File: config.mk
export PLATFORM = sky130hd
export DESIGN_NAME = piece_message_parser_flat
export DESIGN_NICKNAME = d
export VERILOG_FILES = /design/src/hdl/pmp_pkg.sv /design/src/hdl/pmp_req_if.sv /design/src/hdl/pmp_rsp_if.sv /design/src/hdl/pmp_front.sv /design/src/hdl/pmp_queue.sv /design/src/hdl/pmp_back.sv /design/src/hdl/piece_message_parser.sv /design/src/flat_wrapper.sv
export SDC_FILE = /design/constraint.sdc
export NUM_CORES = 1
export LEC_CHECK = 0
export ABC_AREA = 1
export BUFFER_PORTS_ARGS = -buffer_cell sky130_fd_sc_hd__clkbuf_2
export CORE_MARGIN = 2
export CORE_UTILIZATION = 40
export CTS_CLUSTER_SIZE = 8
export DETAILED_ROUTE_END_ITERATION = 16
export GPL_TIMING_DRIVEN = 0
export PLACE_DENSITY = 0.56
export SLEW_MARGIN = 30
export SYNTH_ARGS = -nofsm -noshare
export SYNTH_HDL_FRONTEND = slang
export SYNTH_HIERARCHICAL = 1
export SYNTH_SLANG_ARGS = --single-unit
File: constraint.sdc
create_clock -name clock -period 10.51 [get_ports clock]
set_input_delay 1.051 -clock clock [delete_from_list [all_inputs] [get_ports clock]]
set_output_delay 1.051 -clock clock [all_outputs]
set_load 0.02 [all_outputs]
File: src/hdl/pmp_pkg.sv
`default_nettype none
// ----------------------------------------------------------------------------
// pmp_pkg
// Shared types and constants for the piece message parser.
// ----------------------------------------------------------------------------
package pmp_pkg;

   localparam logic [7:0]  PIECE_ID      = 8'd7;
   localparam logic [31:0] HDR_OVERHEAD  = 32'd9;
   localparam logic [15:0] MAX_LEN_RESET = 16'd32768;

   localparam int          CSR_AW        = 3;
   localparam logic        CSR_IDX_MAX_LEN = 1'b0;

   localparam logic [1:0] KIND_HEADER   = 2'd0;
   localparam logic [1:0] KIND_BLOCK    = 2'd1;
   localparam logic [1:0] KIND_LEFTOVER = 2'd2;
   localparam logic [1:0] KIND_DISCARD  = 2'd3;

   typedef enum logic [2:0] {
      PH_IDLE,
      PH_LEN,
      PH_ID,
      PH_INDEX,
      PH_OFFSET,
      PH_DATA,
      PH_DONE,
      PH_FAIL
   } phase_type;

   typedef struct packed {
      logic [7:0] data_byte;
      logic       new_piece;
      logic       payload_end;
      logic       id_match;
   } item_type;

   typedef struct packed {
      logic [7:0]  out_byte;
      logic [1:0]  byte_kind;
      logic [31:0] piece_index;
      logic [31:0] block_offset;
      logic [15:0] block_length;
      logic        piece_valid;
      logic        piece_complete;
   } result_type;

endpackage
`default_nettype wire

File: src/hdl/pmp_req_if.sv
`default_nettype none
// ----------------------------------------------------------------------------
// pmp_req_if
// Input channel: one payload byte per word with start and end marks.
// ----------------------------------------------------------------------------
interface pmp_req_if;
   logic       valid;
   logic       ready;
   logic [7:0] data_byte;
   logic       new_piece;
   logic       payload_end;

   modport source (output valid, data_byte, new_piece, payload_end, input ready);
   modport sink   (input valid, data_byte, new_piece, payload_end, output ready);
endinterface
`default_nettype wire

File: src/hdl/pmp_rsp_if.sv
`default_nettype none
// ----------------------------------------------------------------------------
// pmp_rsp_if
// Result channel: classified byte with the current piece header state.
// ----------------------------------------------------------------------------
interface pmp_rsp_if;
   logic        valid;
   logic        ready;
   logic [7:0]  out_byte;
   logic [1:0]  byte_kind;
   logic [31:0] piece_index;
   logic [31:0] block_offset;
   logic [15:0] block_length;
   logic        piece_valid;
   logic        piece_complete;

   modport source (output valid, out_byte, byte_kind, piece_index, block_offset,
                   block_length, piece_valid, piece_complete, input ready);
   modport sink   (input valid, out_byte, byte_kind, piece_index, block_offset,
                   block_length, piece_valid, piece_complete, output ready);
endinterface
`default_nettype wire

File: src/hdl/pmp_front.sv
`default_nettype none
// ----------------------------------------------------------------------------
// pmp_front
// Input stage: register each word and pre-classify the id byte.
// ----------------------------------------------------------------------------
module pmp_front (
   input  wire logic             clock,
   input  wire logic             reset,
   pmp_req_if.sink               req,
   output pmp_pkg::item_type     push_item,
   output logic                  push_valid,
   input  wire logic             push_ready
);

   logic               valid_ff, valid_in;
   pmp_pkg::item_type  item_ff, item_in;
   logic               take;

   assign req.ready = !valid_ff || push_ready;
   assign take      = req.valid && req.ready;

   always_comb begin
      valid_in = valid_ff;
      item_in  = item_ff;
      if (push_ready) begin
         valid_in = 1'b0;
      end
      if (take) begin
         valid_in              = 1'b1;
         item_in.data_byte     = req.data_byte;
         item_in.new_piece     = req.new_piece;
         item_in.payload_end   = req.payload_end;
         item_in.id_match      = (req.data_byte == pmp_pkg::PIECE_ID);
      end
   end

   always_ff @(posedge clock) begin
      if (reset) begin
         valid_ff <= 1'b0;
      end else begin
         valid_ff <= valid_in;
      end
      item_ff <= item_in;
   end

   assign push_item  = item_ff;
   assign push_valid = valid_ff;

endmodule
`default_nettype wire

File: src/hdl/pmp_queue.sv
`default_nettype none
// ----------------------------------------------------------------------------
// pmp_queue
// Two-entry queue between the input stage and the parser.
// ----------------------------------------------------------------------------
module pmp_queue (
   input  wire logic               clock,
   input  wire logic               reset,
   input  wire pmp_pkg::item_type  push_item,
   input  wire logic               push_valid,
   output logic                    push_ready,
   output pmp_pkg::item_type       pop_item,
   output logic                    pop_valid,
   input  wire logic               pop_ready
);

   pmp_pkg::item_type  entry_ff [2];
   logic               wr_ptr_ff, wr_ptr_in;
   logic               rd_ptr_ff, rd_ptr_in;
   logic [1:0]         count_ff, count_in;
   logic               push, pop;

   assign push_ready = (count_ff != 2'd2);
   assign pop_valid  = (count_ff != 2'd0);
   assign pop_item   = entry_ff[rd_ptr_ff];
   assign push       = push_valid && push_ready;
   assign pop        = pop_valid && pop_ready;

   always_comb begin
      wr_ptr_in = push ? !wr_ptr_ff : wr_ptr_ff;
      rd_ptr_in = pop ? !rd_ptr_ff : rd_ptr_ff;
      count_in  = count_ff + {1'b0, push} - {1'b0, pop};
   end

   always_ff @(posedge clock) begin
      if (reset) begin
         wr_ptr_ff <= 1'b0;
         rd_ptr_ff <= 1'b0;
         count_ff  <= 2'd0;
      end else begin
         wr_ptr_ff <= wr_ptr_in;
         rd_ptr_ff <= rd_ptr_in;
         count_ff  <= count_in;
      end
      if (push) begin
         entry_ff[wr_ptr_ff] <= push_item;
      end
   end

   a_count_bound: assert property (@(posedge clock) disable iff (reset)
      count_ff != 2'd3)
      else $error("queue count out of range");

endmodule
`default_nettype wire

File: src/hdl/pmp_back.sv
`default_nettype none
// ----------------------------------------------------------------------------
// pmp_back
// Parser: track header phase, gather fields, classify and emit each word.
// ----------------------------------------------------------------------------
module pmp_back (
   input  wire logic               clock,
   input  wire logic               reset,
   input  wire logic [15:0]        max_block_length,
   input  wire pmp_pkg::item_type  pop_item,
   input  wire logic               pop_valid,
   output logic                    pop_ready,
   pmp_rsp_if.source               rsp
);

   pmp_pkg::phase_type phase_ff, phase_in, ph, ph_mid;
   logic [1:0]         cnt_ff, cnt_in, cnt_eff;
   logic [31:0]        acc_ff, acc_in, acc_eff, gathered;
   logic               ka_ff, ka_in, ka_eff;
   logic [31:0]        idx_ff, idx_in, idx_eff;
   logic [31:0]        off_ff, off_in, off_eff;
   logic [15:0]        exp_ff, exp_in, exp_eff;
   logic [15:0]        rc_ff, rc_in, rc_eff, rc_plus;
   logic               valid_ff, valid_in, valid_eff;
   logic               cmpl_ff, cmpl_in, cmpl_eff;
   logic               first_ff, first_in, first_eff;
   logic               out_valid_ff, out_valid_in;
   pmp_pkg::result_type out_ff, out_in;
   logic               take, start, done, skip, bad_len;
   logic [31:0]        len_minus;
   logic [1:0]         kind;

   assign pop_ready = !out_valid_ff || rsp.ready;
   assign take      = pop_valid && pop_ready;
   assign start     = pop_valid && pop_item.new_piece;

   always_comb begin
      ph        = start ? pmp_pkg::PH_LEN : phase_ff;
      cnt_eff   = start ? 2'd0 : cnt_ff;
      acc_eff   = start ? 32'd0 : acc_ff;
      ka_eff    = start ? 1'b0 : ka_ff;
      idx_eff   = start ? 32'd0 : idx_ff;
      off_eff   = start ? 32'd0 : off_ff;
      exp_eff   = start ? 16'd0 : exp_ff;
      rc_eff    = start ? 16'd0 : rc_ff;
      valid_eff = start ? 1'b1 : valid_ff;
      cmpl_eff  = start ? 1'b0 : cmpl_ff;
      first_eff = start ? 1'b1 : first_ff;
      gathered  = {acc_eff[23:0], pop_item.data_byte};
      done      = (cnt_eff == 2'd3);
      len_minus = gathered - pmp_pkg::HDR_OVERHEAD;
      skip      = (gathered == 32'd0) && !ka_eff;
      bad_len   = (gathered < pmp_pkg::HDR_OVERHEAD) ||
                  (len_minus > {16'd0, max_block_length});
      rc_plus   = rc_eff + 16'd1;
   end

   // next phase
   always_comb begin
      ph_mid = ph;
      unique case (ph)
         pmp_pkg::PH_LEN: begin
            if (done) begin
               if (skip) ph_mid = pmp_pkg::PH_LEN;
               else if (bad_len) ph_mid = pmp_pkg::PH_FAIL;
               else ph_mid = pmp_pkg::PH_ID;
            end
         end
         pmp_pkg::PH_ID: begin
            ph_mid = pop_item.id_match ? pmp_pkg::PH_INDEX : pmp_pkg::PH_FAIL;
         end
         pmp_pkg::PH_INDEX: begin
            if (done) ph_mid = pmp_pkg::PH_OFFSET;
         end
         pmp_pkg::PH_OFFSET: begin
            if (done) ph_mid = (exp_eff == 16'd0) ? pmp_pkg::PH_DONE : pmp_pkg::PH_DATA;
         end
         pmp_pkg::PH_DATA: begin
            if (rc_plus == exp_eff) ph_mid = pmp_pkg::PH_DONE;
         end
         pmp_pkg::PH_DONE: begin
            if (first_eff) ph_mid = pmp_pkg::PH_FAIL;
         end
         pmp_pkg::PH_IDLE, pmp_pkg::PH_FAIL: begin
            ph_mid = ph;
         end
      endcase
      phase_in = ph_mid;
      if (pop_item.payload_end && (ph_mid inside {pmp_pkg::PH_LEN, pmp_pkg::PH_ID,
                                                  pmp_pkg::PH_INDEX,
                                                  pmp_pkg::PH_OFFSET})) begin
         phase_in = pmp_pkg::PH_FAIL;
      end
   end

   // datapath and flags
   always_comb begin
      cnt_in   = cnt_eff;
      acc_in   = acc_eff;
      ka_in    = ka_eff;
      idx_in   = idx_eff;
      off_in   = off_eff;
      exp_in   = exp_eff;
      rc_in    = rc_eff;
      kind     = pmp_pkg::KIND_DISCARD;
      unique case (ph)
         pmp_pkg::PH_LEN, pmp_pkg::PH_INDEX, pmp_pkg::PH_OFFSET: begin
            kind   = pmp_pkg::KIND_HEADER;
            cnt_in = done ? 2'd0 : cnt_eff + 2'd1;
            acc_in = done ? 32'd0 : gathered;
            if (done && ph == pmp_pkg::PH_LEN) begin
               if (skip) ka_in = 1'b1;
               else if (!bad_len) exp_in = len_minus[15:0];
            end
            if (done && ph == pmp_pkg::PH_INDEX) idx_in = gathered;
            if (done && ph == pmp_pkg::PH_OFFSET) off_in = gathered;
         end
         pmp_pkg::PH_ID: begin
            kind = pmp_pkg::KIND_HEADER;
         end
         pmp_pkg::PH_DATA: begin
            kind  = pmp_pkg::KIND_BLOCK;
            rc_in = rc_plus;
         end
         pmp_pkg::PH_DONE: begin
            kind = first_eff ? pmp_pkg::KIND_DISCARD : pmp_pkg::KIND_LEFTOVER;
         end
         pmp_pkg::PH_IDLE, pmp_pkg::PH_FAIL: begin
            kind = pmp_pkg::KIND_DISCARD;
         end
      endcase
      valid_in = (phase_in == pmp_pkg::PH_FAIL) ? 1'b0 : valid_eff;
      cmpl_in  = (phase_in == pmp_pkg::PH_FAIL) || (phase_in == pmp_pkg::PH_DONE) ||
                 cmpl_eff;
      first_in = pop_item.payload_end ? 1'b0 : first_eff;

      out_in.out_byte       = pop_item.data_byte;
      out_in.byte_kind      = kind;
      out_in.piece_index    = idx_in;
      out_in.block_offset   = off_in;
      out_in.block_length   = exp_in;
      out_in.piece_valid    = valid_in;
      out_in.piece_complete = cmpl_in;
      out_valid_in = take ? 1'b1 : (rsp.ready ? 1'b0 : out_valid_ff);
   end

   always_ff @(posedge clock) begin
      if (reset) begin
         phase_ff     <= pmp_pkg::PH_IDLE;
         cnt_ff       <= 2'd0;
         acc_ff       <= 32'd0;
         ka_ff        <= 1'b0;
         idx_ff       <= 32'd0;
         off_ff       <= 32'd0;
         exp_ff       <= 16'd0;
         rc_ff        <= 16'd0;
         valid_ff     <= 1'b0;
         cmpl_ff      <= 1'b0;
         first_ff     <= 1'b0;
         out_valid_ff <= 1'b0;
      end else begin
         out_valid_ff <= out_valid_in;
         if (take) begin
            phase_ff <= phase_in;
            cnt_ff   <= cnt_in;
            acc_ff   <= acc_in;
            ka_ff    <= ka_in;
            idx_ff   <= idx_in;
            off_ff   <= off_in;
            exp_ff   <= exp_in;
            rc_ff    <= rc_in;
            valid_ff <= valid_in;
            cmpl_ff  <= cmpl_in;
            first_ff <= first_in;
         end
      end
      if (take) begin
         out_ff <= out_in;
      end
   end

   assign rsp.valid          = out_valid_ff;
   assign rsp.out_byte       = out_ff.out_byte;
   assign rsp.byte_kind      = out_ff.byte_kind;
   assign rsp.piece_index    = out_ff.piece_index;
   assign rsp.block_offset   = out_ff.block_offset;
   assign rsp.block_length   = out_ff.block_length;
   assign rsp.piece_valid    = out_ff.piece_valid;
   assign rsp.piece_complete = out_ff.piece_complete;

   a_fail_flags: assert property (@(posedge clock) disable iff (reset)
      phase_ff == pmp_pkg::PH_FAIL |-> !valid_ff && cmpl_ff)
      else $error("failed piece with wrong flags");

   a_data_count: assert property (@(posedge clock) disable iff (reset)
      phase_ff == pmp_pkg::PH_DATA |-> rc_ff < exp_ff)
      else $error("block count past expected length");

   a_take_shows: assert property (@(posedge clock) disable iff (reset)
      take |=> out_valid_ff)
      else $error("taken word not presented");

endmodule
`default_nettype wire

File: src/hdl/piece_message_parser.sv
`default_nettype none
// ----------------------------------------------------------------------------
// piece_message_parser
// Piece message header parser with byte classification and pass-through.
// A word passes the input register, a queue entry and the output register.
// Throughput: one word per cycle while rsp is ready; parser updates per word.
// Input stage, two-entry queue and output register let each side stall alone.
// Reset (synchronous): parser idle, all piece state zero, limit 32768.
// ----------------------------------------------------------------------------
module piece_message_parser (
   input  wire logic                       clock,
   input  wire logic                       reset,
   pmp_req_if.sink                         req_port,
   pmp_rsp_if.source                       rsp_port,
   input  wire logic                       csr_psel,
   input  wire logic                       csr_penable,
   input  wire logic                       csr_pwrite,
   input  wire logic [pmp_pkg::CSR_AW-1:0] csr_paddr,
   input  wire logic [31:0]                csr_pwdata,
   output logic [31:0]                     csr_prdata,
   output logic                            csr_pready
);

   logic [15:0]        max_len_ff, max_len_in;
   pmp_pkg::item_type  push_item, pop_item;
   logic               push_valid, push_ready, pop_valid, pop_ready;
   logic               csr_wr;

   assign csr_pready = 1'b1;
   assign csr_wr     = csr_psel && csr_penable && csr_pwrite &&
                       (csr_paddr[2] == pmp_pkg::CSR_IDX_MAX_LEN);
   assign max_len_in = csr_wr ? csr_pwdata[15:0] : max_len_ff;
   assign csr_prdata = (csr_paddr[2] == pmp_pkg::CSR_IDX_MAX_LEN) ?
                       {16'd0, max_len_ff} : 32'd0;

   always_ff @(posedge clock) begin
      if (reset) begin
         max_len_ff <= pmp_pkg::MAX_LEN_RESET;
      end else begin
         max_len_ff <= max_len_in;
      end
   end

   pmp_front u_front (
      .clock      (clock),
      .reset      (reset),
      .req        (req_port),
      .push_item  (push_item),
      .push_valid (push_valid),
      .push_ready (push_ready)
   );

   pmp_queue u_queue (
      .clock      (clock),
      .reset      (reset),
      .push_item  (push_item),
      .push_valid (push_valid),
      .push_ready (push_ready),
      .pop_item   (pop_item),
      .pop_valid  (pop_valid),
      .pop_ready  (pop_ready)
   );

   pmp_back u_back (
      .clock            (clock),
      .reset            (reset),
      .max_block_length (max_len_ff),
      .pop_item         (pop_item),
      .pop_valid        (pop_valid),
      .pop_ready        (pop_ready),
      .rsp              (rsp_port)
   );

endmodule
`default_nettype wire

File: src/flat_wrapper.sv
// flat-port wrapper written by rule: the top's interface ports become plain ports
module piece_message_parser_flat 
  (clock, reset, csr_psel, csr_penable, csr_pwrite, csr_paddr, csr_pwdata, csr_prdata, csr_pready, req_port_valid, req_port_data_byte, req_port_new_piece, req_port_payload_end, req_port_ready, rsp_port_valid, rsp_port_out_byte, rsp_port_byte_kind, rsp_port_piece_index, rsp_port_block_offset, rsp_port_block_length, rsp_port_piece_valid, rsp_port_piece_complete, rsp_port_ready);
  pmp_req_if req_port_i ();
  pmp_rsp_if rsp_port_i ();
  input  wire logic clock;
  input  wire logic reset;
  input  wire logic csr_psel;
  input  wire logic csr_penable;
  input  wire logic csr_pwrite;
  input  wire logic [pmp_pkg::CSR_AW-1:0] csr_paddr;
  input  wire logic [31:0] csr_pwdata;
  output logic [31:0] csr_prdata;
  output logic csr_pready;
  input wire logic [$bits(req_port_i.valid)-1:0] req_port_valid;
  input wire logic [$bits(req_port_i.data_byte)-1:0] req_port_data_byte;
  input wire logic [$bits(req_port_i.new_piece)-1:0] req_port_new_piece;
  input wire logic [$bits(req_port_i.payload_end)-1:0] req_port_payload_end;
  output wire logic [$bits(req_port_i.ready)-1:0] req_port_ready;
  output wire logic [$bits(rsp_port_i.valid)-1:0] rsp_port_valid;
  output wire logic [$bits(rsp_port_i.out_byte)-1:0] rsp_port_out_byte;
  output wire logic [$bits(rsp_port_i.byte_kind)-1:0] rsp_port_byte_kind;
  output wire logic [$bits(rsp_port_i.piece_index)-1:0] rsp_port_piece_index;
  output wire logic [$bits(rsp_port_i.block_offset)-1:0] rsp_port_block_offset;
  output wire logic [$bits(rsp_port_i.block_length)-1:0] rsp_port_block_length;
  output wire logic [$bits(rsp_port_i.piece_valid)-1:0] rsp_port_piece_valid;
  output wire logic [$bits(rsp_port_i.piece_complete)-1:0] rsp_port_piece_complete;
  input wire logic [$bits(rsp_port_i.ready)-1:0] rsp_port_ready;
  assign req_port_i.valid = req_port_valid;
  assign req_port_i.data_byte = req_port_data_byte;
  assign req_port_i.new_piece = req_port_new_piece;
  assign req_port_i.payload_end = req_port_payload_end;
  assign req_port_ready = req_port_i.ready;
  assign rsp_port_valid = rsp_port_i.valid;
  assign rsp_port_out_byte = rsp_port_i.out_byte;
  assign rsp_port_byte_kind = rsp_port_i.byte_kind;
  assign rsp_port_piece_index = rsp_port_i.piece_index;
  assign rsp_port_block_offset = rsp_port_i.block_offset;
  assign rsp_port_block_length = rsp_port_i.block_length;
  assign rsp_port_piece_valid = rsp_port_i.piece_valid;
  assign rsp_port_piece_complete = rsp_port_i.piece_complete;
  assign rsp_port_i.ready = rsp_port_ready;
  piece_message_parser u_core (.clock(clock), .reset(reset), .req_port(req_port_i), .rsp_port(rsp_port_i), .csr_psel(csr_psel), .csr_penable(csr_penable), .csr_pwrite(csr_pwrite), .csr_paddr(csr_paddr), .csr_pwdata(csr_pwdata), .csr_prdata(csr_prdata), .csr_pready(csr_pready));
endmodule
# After elaboration in Yosys (flattened, before gate mapping)
# Memory sizes are Yosys's and may differ from the RTL's. A register that Yosys moved wholly into a read port is not among the register bits.
# Cells that the tools add are included.
# W data, S select, Z words.
# word_totals
reg_bits,254
ram_bits,22
input_bits,52
out_inout_bits,127
word_cells,137
mem_count,1
# memory_table
name,depth,word_bits,rd,rd_ports_with_merged_regs,wr,line_no,source
u_core.u_queue.entry_ff,2,11,1,1,1,pmp_queue.sv:17,pmp_pkg::item_type entry_ff [2];
# classes
add_sub_neg,5
order_cmp,2
n_eq_ne,17
n_mux,51
n_bitwise,1
reduce_logical,32
# ops
operator,n
$mux W32,6
$mux W16,8
$mux W24,3
$gt A32 B16 Y1,1
$logic_not A32 Y1,1
$lt A32 B4 Y1 const B,1
$sub A32 B4 Y32 const B,1
$mux W3,10
$eq A3 B3 Y1 const B,7
$pmux W3 S7,1
$mux W1,18
$add A16 B1 Y16 const B,1
$eq A16 B16 Y1,1
$logic_not A16 Y1,1
$eq A3 B2 Y1 const B,4
$logic_and A1 B1 Y1,12
$eq A8 B3 Y1 const B,1
$mux W2,4
$pmux W2 S4,1
$eq A3 B1 Y1 const B,2
$reduce_bool A2 Y1,3
$logic_not A1 Y1,5
$logic_or A1 B1 Y1,5
$reduce_bool A4 Y1,1
10 further kinds,10

# Depth between registers and ports, before layout
# logic_depth
ltp_word,17
depth_mapped,32
mapped_depth_nobuf,27

# Modules after synthesis
# Netlist, hierarchy kept.
# by_module_without_submodules
mod,instances,cells_each,area_per_inst_um2,seq_area_each_um2
pmp_back,1,1607,11797.6,5365.1
pmp_queue,1,71,1077.3,760.7
piece_message_parser,1,159,1051.0,320.3
pmp_front,1,26,416.6,350.3

# Least setup slack after synthesis
# No wires, ideal clock.
# synth_path
kind,flip-flop to flip-flop
startpoint,register with a tool-made name
endpoint,"register u_core.u_back.out_ff, in the netlist u_core/u_back/rsp.piece_complete, data pin"
setup_time_ns,0.254
arrival_ns,3.959
required_time_ns,10.256
setup_slack_ns,6.298
stages_incl_launch_ff,32
n_path_buf,6
cell_sequence,dfxtp_1 buf_6 mux2_4 nand2_4 buf_6 buf_2 buf_1 buf_1 clkbuf_1 nand2_1 inv_1 ha_1 nand4_1 nor2_2 nand2_1 nand2_1 nand2_1 nand2_1 nand2_1 inv_1 nand2_1 nor2_1 nand3_1 nand2_1 nand2_1 nand2_1 nand2_2 nand2_1 nand2_1 nand2_2 o21ai_2 a21o_1
# synth_rtl
item,line_no,source
"end signal, assigned",pmp_back.sv:178,out_ff <= out_in;
"end, declared",pmp_back.sv:28,"pmp_pkg::result_type out_ff, out_in;"

==> key figures <==
Synthesis
  • Synthesized area per cell: slightly below 8 sq um
  • Yosys reg bits: between 200 and 300
  • Cell count after synthesis: about 1900
  • Register area share after synthesis: around 47%
  • Unique masters post-synth: just under 50
  • Synth Warn #: 6
  • Synth Cell Area: between 10000 and 15000 sq um

Min path
  • Hold Crit Class: flop to flop

STA
  • Setup tns final: 0 ps
  • Slew Limit Fails: 0
  • Post-route setup slack: about 4000 ps
  • Clk_skew: ~15 ps
  • Fmax: approximately 0.15 GHz
  • Fin crit share: between 60 and 70%
  • Worst hold margin: 433 ps
  • Worst-margin pin slew: about 1000 ps
  • Final setup fails: 0
  • Min Tclk post-route: 6470 ps
  • Final Hold Fails: 0
  • Slew margin rel.: between 30% and 40%
  • RSZ-0062 raised after global routing: false

Worst setup path
  • Critical path class: flop to flop
  • Number of buffers and inverters on the critical path: 7
  • CP dominant cell by count: nand2_1
  • Cell family with most CP delay: buffers and inverters
  • Req. time, crit path: between 10000 and 15000 ps
  • Crit Path Max Fanout: 10
  • Crit path DAT: about 6800 ps
  • CP max-delay cell: buf_1
  • Setup crit start kind: flop
  • CP Capture Type: flop
  • CP peak stage delay: 780 ps

Detailed routing
  • DRC violations left: 0
  • Remaining antenna violation count: 0
  • Final WL: between 40 and 50 mm
  • WL/cell: between 15 and 20 um
  • Vias: about 13000
  • Via/cell ratio: just over 5
  • Drt first pass iters: 6
  • Iter 0 DRT Violations: approximately 1000

Place
  • Pre-CTS WS: about 4200 ps
  • Placed insts: around 2500
  • Routability Congestion: 0.953
  • DP HPWL: 33.2 mm
  • Input/output buffers: ~140

Floorplanning
  • Std-Cell Rows: 69
  • Die ar.: between 30000 and 40000 sq um
  • Boundary Pins: 179
  • Starting Density: between 40% and 50%
  • Core box area: roughly 35000 sq um
  • Overall die width: about 190 um
  • Die Ht: approximately 190 um

Power and ir drop
  • Worst VDD drop: 0.181 mV
  • PD cells: about 340 nW/um^2
  • Leakage: roughly 0.0080 uW

CTS
  • Max Root-Sink Buffers: 3
  • Htree depth: 2
  • Sink Count: 277
  • CTS root buf: clkbuf_16
  • Reg clk slew, reported paths: roughly 50 ps
  • Clock Latency Late Sink: ~550 ps
  • TritonCTS Buffers: between 40 and 50
  • Post-CTS Resized: 0
  • Setup Fix Bufs, Post-CTS: 0
  • Hold_buf cts: 0
  • TritonCTS clock tree: built

GRT
  • Largest net degree at the start of global routing: between 60 and 70
  • All-Layer GR Usage: 23.3%
  • Overflow after GRT: 0
  • Initial antenna violation count: 0
  • First-pass GRT wire length: about 70 mm
  • Vias in the first global route: ~12000

Final layout
  • Area delta synth->final: 18.1%
  • Final Non-Filler Cells: 2554
  • Diode count: 0
  • Fillers: approximately 3600
  • Share of cells above drive strength 1: 14.5%
  • Layout Nets: around 2100

Flow run
  • Maxcap violations: 0

Outcome
  • Status: completed
==> power by group <==
part	internal, uW	switching, uW
combinational	775	1900
sequential	1660	200
clock	756	475
total	3190	2570
==> stage by stage <==
| stage | utilization, % | power, uW | instance area, sq um |
|---|---|---|---|
| 5_1_grt | 47.9 | 6170 | 16900 |
| 3_3_place_gp | 44.3 | 4470 | 15700 |
| 2_1_floorplan | - | 3640 | 14400 |
| 6_report | 47.9 | 5760 | 16900 |
| 4_1_cts | 47.9 | 5770 | 16900 |
| 3_5_place_dp | 44.4 | 4520 | 15700 |
==> path summary, 6_finish.rpt <==
| check | from | end | slack [ps] | cells after the start |
|---|---|---|---|---|
| min reg2reg | u_core/u_front/push_item[4] | u_core/u_queue/entry_ff[0][4] | 430 | 0 |
| max | flop | u_core/u_back/rsp.piece_valid | 4040 | 26 |
| max reg2reg | flop | u_core/u_back/rsp.piece_valid | 4040 | 26 |
| min | u_core/u_front/push_item[4] | u_core/u_queue/entry_ff[0][4] | 430 | 0 |
==> kinds of logic after synthesis <==
family,Yosys count,synth area share [%]
other,2,0.0524
AOI/OAI and AO/OA,342,12.7
adders and majority gates,22,1.92
DFF,277,47.4
xor gates and xnor gates,20,1.22
and+or+nand+nor,766,23.5
muxes,11,1.13
buffers and inverters,423,12.1
==> cells in the mapped netlist, drive strengths merged <==
master | count | area (sq um)
conb | 2 | 7.51
clkinv | 3 | 12.5
a31oi | 2 | 12.5
nor4 | 3 | 18.8
nor3 | 13 | 65.1
o31ai | 1 | 7.51
mux2 | 11 | 161
o21ai | 253 | 1300
ha | 22 | 275
nand3b | 6 | 45.0
nand4 | 16 | 113
nand2 | 248 | 968
o21a | 1 | 7.51
inv | 311 | 1170
a221oi | 5 | 43.8
dfxtp | 152 | 3040
xnor2 | 1 | 8.76
nand3 | 171 | 873
a22oi | 2 | 15.0
a311oi | 1 | 8.76
a21oi | 70 | 373
buf | 53 | 352
edfxtp | 125 | 3750
a21o | 1 | 7.51
xor2 | 19 | 166
nor2 | 309 | 1280
o211ai | 6 | 45.0
clkbuf | 56 | 210
==> layer usage <==
| layer | share of wire [%] | vias up | global-route usage, % |
|---|---|---|---|
| met5 | 0 | - | 0 |
| met4 | 4.0 | 0 | 10.0 |
| met3 | 5.8 | 107 | 3.47 |
| met2 | 47 | 427 | 39.3 |
| met1 | 43 | 6203 | 29.8 |
| li1 | - | 6388 | - |
==> sequential cells by signal, summed over array words and instances (netlist names), 2 cells and up, named ones only <==
name / flops
u_core/u_back/idx_ff: 32
u_core/u_back/off_ff: 32
u_core/u_back/rsp.block_offset: 32
u_core/u_back/rsp.piece_index: 32
u_core/u_back/acc_ff: 24
u_core/u_queue/entry_ff: 22
u_core/max_len_ff: 16
u_core/u_back/exp_ff: 16
u_core/u_back/rc_ff: 16
u_core/u_back/rsp.block_length: 16
u_core/u_front/push_item: 11
u_core/u_back/rsp.out_byte: 8
u_core/u_back/phase_ff: 3
u_core/u_back/cnt_ff: 2
u_core/u_back/rsp.byte_kind: 2
u_core/u_queue/count_ff: 2
==> worst reg2reg max path: cells and delay by family, from the launching register on <==
kind,cells,cell delay (ps)
compound gates,1,360
fa+ha+maj,1,200
buf+inv,7,2830
flops,1,350
mux,1,380
simple gates,16,2100
==> cells in the final DEF, fill, tap and decap left out, drive strengths merged, types with 13 or more instances in the layout <==
cell	instances
nor2	309
ha	22
a21oi	70
dfxtp	152
nand2	248
xor2	19
edfxtp	125
buf	54
nand3	171
nand4	16
inv	313
clkbuf	267
o21ai	253
nor3	13
conb	17
==> final cells by class <==
type / instances / area, sq um / share of cell area [%]
plain buffers: 109 / 568 / 3.35
clock buffers: 69 / 1170 / 6.92
clock inverters: 3 / 45.0 / 0.266
inverters: 314 / 1180 / 6.96
multi-input cells: 1178 / 5860 / 34.6
flip-flops and latches: 277 / 6800 / 40.1
well taps: 461 / 577 / 3.40
repair buffers: 143 / 738 / 4.36
No activity file was read; power rests on OpenSTA's default activity.
